## config.mk

```make
export PLATFORM = sky130hd
export DESIGN_NAME = multichannel_hysteresis_event_detector_unit
export DESIGN_NICKNAME = d
export VERILOG_FILES = /design/src/rtl/core/mhed_pkg.sv /design/src/rtl/core/mhed_front.sv /design/src/rtl/core/mhed_fifo.sv /design/src/rtl/core/mhed_back.sv /design/src/rtl/core/multichannel_hysteresis_event_detector_unit.sv
export SDC_FILE = /design/constraint.sdc
export NUM_CORES = 1
export LEC_CHECK = 0
export BUFFER_PORTS_ARGS = -buffer_cell sky130_fd_sc_hd__buf_2
export CORE_UTILIZATION = 60
export CTS_CLUSTER_DIAMETER = 40
export CTS_CLUSTER_SIZE = 20
export DETAILED_ROUTE_END_ITERATION = 8
export PLACE_DENSITY = 0.84
export REMOVE_ABC_BUFFERS = 1
export SLEW_MARGIN = 20
export SYNTH_ARGS = -nofsm -noshare
export SYNTH_HDL_FRONTEND = slang
export SYNTH_SLANG_ARGS = --single-unit
```

## constraint.sdc

```tcl
create_clock -name clk -period 4.9 [get_ports clk]
set_input_delay 0 -clock clk [delete_from_list [all_inputs] [get_ports clk]]
set_output_delay 0 -clock clk [all_outputs]
set_load 0.05 [all_outputs]
```

## src/rtl/core/mhed_pkg.sv

```systemverilog
// Shared types and constants for the hysteresis event detector.
`timescale 1ns / 1ps

package mhed_pkg;

	localparam int SAMPLE_W = 12;
	localparam int VAL_W = 14;
	localparam int ANALOGUE_SHIFT = 4;
	localparam logic [7:0] SWITCH_HYST = 8'd6;

	localparam int QUEUE_DEPTH = 4;
	localparam int QUEUE_AW = 2;

	localparam logic [1:0] KIND_ANALOGUE = 2'd0;
	localparam logic [1:0] KIND_MAGNET = 2'd1;
	localparam logic [1:0] KIND_SWITCH = 2'd2;
	localparam logic [1:0] KIND_IGNORED = 2'd3;

	typedef logic signed [VAL_W-1:0] val_t;

	typedef struct packed {
		logic [3:0] channel;
		logic [SAMPLE_W-1:0] sample;
		logic [1:0] kind;
		logic [SAMPLE_W-1:0] offset;
		logic [7:0] threshold;
		logic [7:0] hysteresis;
		logic result_inverted;
		logic disable_off;
		logic toggle_mode;
		logic trigger_inverted;
	} item_t;

	typedef struct packed {
		logic [3:0] event_channel;
		logic upper_event;
		logic level_on;
		logic last;
	} result_t;

	typedef struct packed {
		logic [3:0] channel;
		logic upper_valid;
		logic upper_level;
		logic lower_valid;
		logic lower_level;
	} group_t;

endpackage

```

## src/rtl/core/mhed_front.sv

```systemverilog
// Front end: per-channel zone state, edge compares and event classification.
`timescale 1ns / 1ps

module mhed_front #(
	parameter int CHANNELS = 16
) (
	input  logic              clk,
	input  logic              arst_n,
	input  logic              accept,
	input  mhed_pkg::item_t   item,
	output logic              grp_push,
	output mhed_pkg::group_t  grp
);

	localparam int IDX_W = (CHANNELS > 1) ? $clog2(CHANNELS) : 1;

	typedef enum logic [1:0] {
		ZONE_OFF   = 2'd0,
		ZONE_LOWER = 2'd1,
		ZONE_UPPER = 2'd2
	} zone_t;

	logic [CHANNELS-1:0] armed_q;
	zone_t zone_q [CHANNELS];
	logic toggle_q [CHANNELS];

	logic [31:0] ch_ext;
	logic [IDX_W-1:0] idx;
	logic in_range;
	logic active;
	logic ready;
	zone_t zone_r;
	logic tog_r;
	logic is_magnet;
	mhed_pkg::val_t v_mag;
	mhed_pkg::val_t v_ana;
	mhed_pkg::val_t v;
	mhed_pkg::val_t high_on;
	mhed_pkg::val_t high_off;
	mhed_pkg::val_t low_on;
	mhed_pkg::val_t low_off;
	logic [7:0] lo_hyst;
	logic up_on;
	logic up_off;
	zone_t zone_mid;
	logic lo_on;
	logic lo_off;
	zone_t zone_new;
	logic flip;
	logic tog_new;

	always_comb begin
		ch_ext = 32'(item.channel);
		idx = ch_ext[IDX_W-1:0];
		in_range = ch_ext < 32'(CHANNELS);
		active = accept && in_range && (item.kind != mhed_pkg::KIND_IGNORED);
		ready = armed_q[idx];
		zone_r = ready ? zone_q[idx] : ZONE_OFF;
		tog_r = ready ? toggle_q[idx] : 1'b0;
		is_magnet = item.kind == mhed_pkg::KIND_MAGNET;

		v_mag = mhed_pkg::val_t'(item.sample);
		v_ana = mhed_pkg::val_t'(item.sample >> mhed_pkg::ANALOGUE_SHIFT);
		high_on = mhed_pkg::val_t'(item.offset) + mhed_pkg::val_t'(item.threshold);
		high_off = high_on - mhed_pkg::val_t'(item.hysteresis);
		lo_hyst = (item.kind == mhed_pkg::KIND_ANALOGUE) ? item.hysteresis
			: mhed_pkg::SWITCH_HYST;

		if (is_magnet) begin
			v = v_mag;
			low_on = mhed_pkg::val_t'(item.offset) - mhed_pkg::val_t'(item.threshold);
			low_off = low_on + mhed_pkg::val_t'(item.hysteresis);
		end else begin
			v = v_ana;
			low_on = mhed_pkg::val_t'(item.threshold);
			low_off = low_on + mhed_pkg::val_t'(lo_hyst);
		end

		up_on = is_magnet && (zone_r != ZONE_UPPER) && (v >= high_on);
		up_off = is_magnet && !up_on && (zone_r == ZONE_UPPER) && (v <= high_off);
		zone_mid = up_on ? ZONE_UPPER : (up_off ? ZONE_OFF : zone_r);

		lo_on = (zone_mid != ZONE_LOWER) && (v <= low_on);
		lo_off = !lo_on && (zone_mid == ZONE_LOWER) && (v >= low_off);
		zone_new = lo_on ? ZONE_LOWER : (lo_off ? ZONE_OFF : zone_mid);

		flip = ready && item.toggle_mode
			&& ((lo_on && !item.trigger_inverted) || (lo_off && item.trigger_inverted));
		tog_new = tog_r ^ flip;

		grp.channel = item.channel;
		grp.upper_valid = ready && (up_on || (up_off && !item.disable_off));
		grp.upper_level = up_on ? !item.result_inverted : item.result_inverted;
		grp.lower_valid = item.toggle_mode ? flip
			: (ready && (lo_on || (lo_off && !item.disable_off)));
		grp.lower_level = item.toggle_mode ? tog_new
			: (lo_on ? !item.result_inverted : item.result_inverted);
		grp_push = active && (grp.upper_valid || grp.lower_valid);
	end

	always_ff @(posedge clk or negedge arst_n) begin
		if (!arst_n) begin
			armed_q <= '0;
		end else if (active) begin
			armed_q[idx] <= 1'b1;
		end
	end

	always_ff @(posedge clk) begin
		if (active) begin
			zone_q[idx] <= zone_new;
			toggle_q[idx] <= tog_new;
		end
	end

endmodule

```

## src/rtl/core/mhed_fifo.sv

```systemverilog
// Short queue of event groups between the front end and the output stage.
`timescale 1ns / 1ps

module mhed_fifo (
	input  logic              clk,
	input  logic              arst_n,
	input  logic              wr,
	input  mhed_pkg::group_t  wdata,
	input  logic              rd,
	output mhed_pkg::group_t  rdata,
	output logic              q_full,
	output logic              q_empty
);

	mhed_pkg::group_t mem_q [mhed_pkg::QUEUE_DEPTH];
	logic [mhed_pkg::QUEUE_AW-1:0] wptr_q;
	logic [mhed_pkg::QUEUE_AW-1:0] rptr_q;
	logic [mhed_pkg::QUEUE_AW:0] count_q;

	assign q_full = count_q == (mhed_pkg::QUEUE_AW + 1)'(mhed_pkg::QUEUE_DEPTH);
	assign q_empty = count_q == '0;
	assign rdata = mem_q[rptr_q];

	always_ff @(posedge clk or negedge arst_n) begin
		if (!arst_n) begin
			wptr_q <= '0;
			rptr_q <= '0;
			count_q <= '0;
		end else begin
			if (wr) begin
				wptr_q <= wptr_q + 1'b1;
			end
			if (rd) begin
				rptr_q <= rptr_q + 1'b1;
			end
			if (wr && !rd) begin
				count_q <= count_q + 1'b1;
			end else if (rd && !wr) begin
				count_q <= count_q - 1'b1;
			end
		end
	end

	always_ff @(posedge clk) begin
		if (wr) begin
			mem_q[wptr_q] <= wdata;
		end
	end

	assert property (@(posedge clk) disable iff (!arst_n) q_full |-> !wr)
		else $error("Queue written while full.");
	assert property (@(posedge clk) disable iff (!arst_n) q_empty |-> !rd)
		else $error("Queue read while empty.");
	assert property (@(posedge clk) disable iff (!arst_n)
		count_q <= (mhed_pkg::QUEUE_AW + 1)'(mhed_pkg::QUEUE_DEPTH))
		else $error("Queue count beyond its depth.");

endmodule

```

## src/rtl/core/mhed_back.sv

```systemverilog
// Output stage: splits event groups into single result words.
`timescale 1ns / 1ps

module mhed_back (
	input  logic               clk,
	input  logic               arst_n,
	input  logic               q_empty,
	input  mhed_pkg::group_t   q_data,
	output logic               q_pop,
	input  logic               pop,
	output logic               empty,
	output mhed_pkg::result_t  result
);

	logic out_valid_q;
	logic pend_valid_q;
	mhed_pkg::result_t out_q;
	mhed_pkg::result_t pend_q;
	logic advance;
	mhed_pkg::result_t up_word;
	mhed_pkg::result_t lo_word;

	always_comb begin
		advance = !out_valid_q || pop;
		q_pop = advance && !pend_valid_q && !q_empty;
		up_word.event_channel = q_data.channel;
		up_word.upper_event = 1'b1;
		up_word.level_on = q_data.upper_level;
		up_word.last = !q_data.lower_valid;
		lo_word.event_channel = q_data.channel;
		lo_word.upper_event = 1'b0;
		lo_word.level_on = q_data.lower_level;
		lo_word.last = 1'b1;
	end

	assign empty = !out_valid_q;
	assign result = out_q;

	always_ff @(posedge clk or negedge arst_n) begin
		if (!arst_n) begin
			out_valid_q <= 1'b0;
			pend_valid_q <= 1'b0;
		end else if (advance) begin
			if (pend_valid_q) begin
				out_valid_q <= 1'b1;
				pend_valid_q <= 1'b0;
			end else if (!q_empty) begin
				out_valid_q <= 1'b1;
				pend_valid_q <= q_data.upper_valid && q_data.lower_valid;
			end else begin
				out_valid_q <= 1'b0;
			end
		end
	end

	always_ff @(posedge clk) begin
		if (advance) begin
			if (pend_valid_q) begin
				out_q <= pend_q;
			end else if (!q_empty) begin
				out_q <= q_data.upper_valid ? up_word : lo_word;
				pend_q <= lo_word;
			end
		end
	end

	assert property (@(posedge clk) disable iff (!arst_n) pend_valid_q |-> out_valid_q)
		else $error("Pending word without a word on the output.");
	assert property (@(posedge clk) disable iff (!arst_n)
		out_valid_q && !out_q.last |-> pend_valid_q)
		else $error("Word not marked last has no follower.");
	assert property (@(posedge clk) disable iff (!arst_n)
		pend_valid_q |-> (out_q.upper_event && !pend_q.upper_event
			&& pend_q.last && (out_q.event_channel == pend_q.event_channel)))
		else $error("Pending word does not pair with the upper word.");

endmodule

```

## src/rtl/core/multichannel_hysteresis_event_detector_unit.sv

```systemverilog
// Top level of the multichannel hysteresis event detector.
`timescale 1ns / 1ps

// Accepts one sample word per clock cycle whenever full is low; state for the
// sample's channel is read and updated in the cycle the word is accepted, so
// samples for the same channel may follow each other in consecutive cycles.
// Each sample gives zero, one or two result words. The output register sends
// one result word per cycle while pop is high; a sample that gives two words
// occupies it for both, and a four-entry queue of event groups in front of it
// absorbs bursts. The first result word is written into the queue and then
// into the output register. Full is raised only when that queue is full.

module multichannel_hysteresis_event_detector_unit #(
	parameter int CHANNELS = 16
) (
	input  logic               clk,
	input  logic               arst_n,
	input  logic               push,
	output logic               full,
	input  mhed_pkg::item_t    item,
	output logic               empty,
	input  logic               pop,
	output mhed_pkg::result_t  result
);

	logic accept;
	logic grp_push;
	mhed_pkg::group_t grp;
	mhed_pkg::group_t q_data;
	logic q_pop;
	logic q_empty;

	assign accept = push && !full;

	mhed_front #(
		.CHANNELS(CHANNELS)
	) u_front (
		.clk      (clk),
		.arst_n   (arst_n),
		.accept   (accept),
		.item     (item),
		.grp_push (grp_push),
		.grp      (grp)
	);

	mhed_fifo u_fifo (
		.clk     (clk),
		.arst_n  (arst_n),
		.wr      (grp_push),
		.wdata   (grp),
		.rd      (q_pop),
		.rdata   (q_data),
		.q_full  (full),
		.q_empty (q_empty)
	);

	mhed_back u_back (
		.clk     (clk),
		.arst_n  (arst_n),
		.q_empty (q_empty),
		.q_data  (q_data),
		.q_pop   (q_pop),
		.pop     (pop),
		.empty   (empty),
		.result  (result)
	);

endmodule

```

==> run_results.csv <==
group,metric,value,unit
run_status,outcome,"complete, but fails checks",
timing,report.final.slew_viol_count,0,
critical_path,slowest_delay,0.36,ns
floorplan,core,14040,um2
timing,fin_crit,5.364,ns
power_and_ir_drop,p_leak,4.854,nW
detailed_routing,antenna_left,0,
floorplan,start_util,0.6243,
critical_path,critPathMaxFanout,5,
finish,final_util,0.8012,
timing,worst_pin_slew,0.9802,ns
power_and_ir_drop,p_sw_frac,0.3635,
finish,final_common_cell,"buf_4",
floorplan,die-area,15100,um2
synthesis,synthFlopType,"edfxtp_1",
cts,clk_latency,0.43,ns
synthesis,ys_seq_area_frac,0.3865,
power_and_ir_drop,p_sw,1.704,mW
cts,clockRootBuffer,"clkbuf_16",
global_route,grt_pass1_wl,41.82,mm
timing,worst_slew_margin_rel,0.3415,
finish,final_cell_mix,"buf_4 (152), edfxtp_1 (92), ha_1 (88)",
floorplan,io_pins,63,
timing,finClkSkew,0.01024,ns
run_status,violations,"negative setup slack",
critical_path,path_common_cell,"nor2_1",
floorplan,num_rows,43,
detailed_routing,dr_total_vias,8289,
timing,rsz0062_at_grt,"yes",
finish,synthToLayoutAreaGrowth,28.33,%
timing,whs,0.009820,ns
finish,drive_gt1_frac,0.3358,
finish,antenna_cells,0,
timing,hold_viol_final,0,
synthesis,synth-compound-area-share,0.1620,
synthesis,yosysUniqueCellTypes,75,
critical_path,cp_slowest_cell,"fa_2",
synthesis,syn_inst,845,
power_and_ir_drop,p_int,2.983,mW
critical_path,crit_type,"in -> reg",
detailed_routing,wl,28.02,mm
floorplan,die_h,122.9,um
timing,setup_ws,-0.4638,ns
critical_path,crit_path_end_kind,"flip-flop",
timing,clock.fmax,186.4,MHz
synthesis,synth_xor_area_frac,0.03996,
synthesis,async_flop_share,0.2137,
global_route,gr-total-overflow,0,
critical_path,critPathArrivalTime,5.71,ns
cts,h-tree-depth,4,
finish,final_cell_count_no_fill,1246,
detailed_routing,post-route-drc-count,0,
synthesis,synth_fa_ha_area_frac,0.1464,
global_route,first_global_vias,8040,
power_and_ir_drop,seqPwrFrac,0.303,
synthesis,synth_top_family_by_area,"compound AO/OA/AOI/OAI gates",
synthesis,synth-seq-cells,117,
placement,place.gp.congestion,0.9672,
global_route,grt_max_degree,26,
power_and_ir_drop,pwr-share-clk,0.276,
detailed_routing,drt_first_pass_iters,6,
cts,clk_pin_slew,0.06,ns
placement,pre_cts_ws,-1.100,ns
timing,min_period_over_period,1.095,
global_route,antenna_found_initial,0,
worst_hold_path,worstHoldPathType,"in -> reg",
global_route,grt_use_total,0.3749,
cts,cts_sinks,117,
critical_path,cp.required,5.25,ns
synthesis,ys_warn_count,0,
placement,io_buffer_count,62,
cts,cts_tree,"done",
power_and_ir_drop,power_density,416.6,nW/um2
cts,numCtsBuffers,17,
floorplan,die_w,122.9,um
detailed_routing,wl_per_cell,22.49,um
placement,post_dp_cell_area,10210,um2
timing,setup_viol,55,
detailed_routing,viasPerCell,6.652,
cts,cts.path.max_buffers,2,
critical_path,critPathLaunchType,"primary input",
synthesis,synth_edf_count,92,
power_and_ir_drop,combinationalPowerShare,0.420,
placement,dp_hpwl,17.67,mm
finish,finish.instance_area,11250,um2
synthesis,avgSynthCellArea,10.38,um2
synthesis,yosys.area_share.simple,0.1469,
power_and_ir_drop,vdd_drop_max,370.4,uV
timing,tns,-5.529,ns
placement,placedCellCount,1197,
power_and_ir_drop,p_total,4.687,mW
synthesis,syn_area,8767,um2
detailed_routing,drtIter0Drc,989,
finish,final_nets,1206,
synthesis,muxShareOfSynthArea,0.07521,
run,drv_cap,0,
==> worst max-delay path: cells and delay by family <==
kind	cells	cell delay (ns)
adder cells (fa/ha/maj)	6	1.63
AO/OA/AOI/OAI	8	1.74
XOR/XNOR	3	0.50
AND/OR/NAND/NOR	10	1.55
buffers and inverters	3	0.28
==> cell usage after synthesis, drive strengths merged (4+ instances only) <==
cell type / count / area, um2
nor3: 23 / 120.1
o21a: 20 / 157.6
or3: 4 / 25.02
and2: 10 / 62.56
edfxtp: 92 / 2763
nand2b: 11 / 68.82
mux2i: 4 / 40.04
nand4: 6 / 37.54
a22o: 4 / 35.03
clkbuf: 20 / 75.07
nor2: 79 / 296.5
o211ai: 8 / 60.06
o21ai: 47 / 235.2
xor2: 13 / 113.9
dfrtp: 25 / 625.6
nor2b: 15 / 96.34
or2: 22 / 137.6
mux4: 25 / 563.0
o2111ai: 8 / 76.32
o31a: 6 / 52.55
a21oi: 39 / 198.9
mux2: 5 / 56.30
a21o: 9 / 67.56
nand2: 70 / 262.8
a221oi: 6 / 52.55
o221ai: 5 / 61.31
xnor2: 27 / 236.5
fa: 6 / 120.1
inv: 60 / 225.2
ha: 93 / 1164
nand3: 11 / 55.05
a211oi: 16 / 140.1
nor4: 4 / 25.02
buf: 10 / 73.81
==> registers in the layout, indices dropped and copies added (netlist names) <==
| name | flops |
|---|---|
| u_fifo.wptr_q | 2 |
| u_back.result | 7 |
| u_front.toggle_q | 16 |
| u_front.zone_q | 32 |
| u_fifo.count_q | 3 |
| u_back.out_valid_q | 1 |
| u_fifo.rptr_q | 2 |
| u_back.pend_valid_q | 1 |
| u_fifo.mem_q | 32 |
| u_back.pend_q | 5 |
| u_front.armed_q | 16 |
==> per-layer routing <==
layer	GRT usage	vias to the layer above	routed length, um
met5	0	-	0
met4	0.2241	0	2006
met3	0.09526	210	2893
met2	0.6008	673	12980
met1	0.4560	3856	10140
li1	-	3550	-
==> final timing paths <==
path                                         start                  end  slack (ns)  depth (start not counted)
worst min register to register  u_front.armed_q[6]   u_front.armed_q[6]        0.46                          1
worst max-delay path                      item[12]    u_fifo.count_q[2]       -0.46                         30
worst max register to register  u_front.armed_q[0]    u_fifo.count_q[2]        1.00                         14
min in group asynchronous                   arst_n    u_fifo.count_q[2]        0.19                          2
max in group asynchronous                   arst_n  u_front.armed_q[12]        4.25                          2
worst min-delay path                      item[48]   u_fifo.mem_q[1][6]        0.01                          1
==> power by group through the flow <==
stage / Combinational, mW / Clock, mW / Sequential, mW
floorplan: 0.967 / 0 / 1.49
global placement: 1.57 / 0 / 1.41
detailed placement: 1.65 / 0 / 1.43
CTS: 1.76 / 1.30 / 1.42
global route: 2.09 / 1.34 / 1.44
finish: 1.97 / 1.29 / 1.42
==> layout make-up <==
type | instances | area (um2)
Fill cell | 756 | 2791
Inverter | 61 | 229.0
Tap cell | 180 | 225.2
Multi-Input combinational cell | 637 | 5274
Clock buffer | 19 | 442.9
Clock inverter | 13 | 171.4
Sequential cell | 117 | 3388
Timing Repair Buffer | 219 | 1520
==> cell families after synthesis <==
group / after synthesis
adders and majority gates: 99
buffers and inverters: 91
DFF: 117
AOI/OAI and AO/OA: 196
xor gates and xnor gates: 40
muxes: 34
and+or+nand+nor: 268
==> repair_timing <==
item                                   in CTS  in global routing
setup endpoints to repair                  71                 92
hold buffers                                3                  0
endpoints found under the hold margin      31                  0
resized for setup                          29                 31
pin swaps                                  23                 29
buffers inserted                            8                  6
No activity file was read; power rests on OpenSTA's default activity.
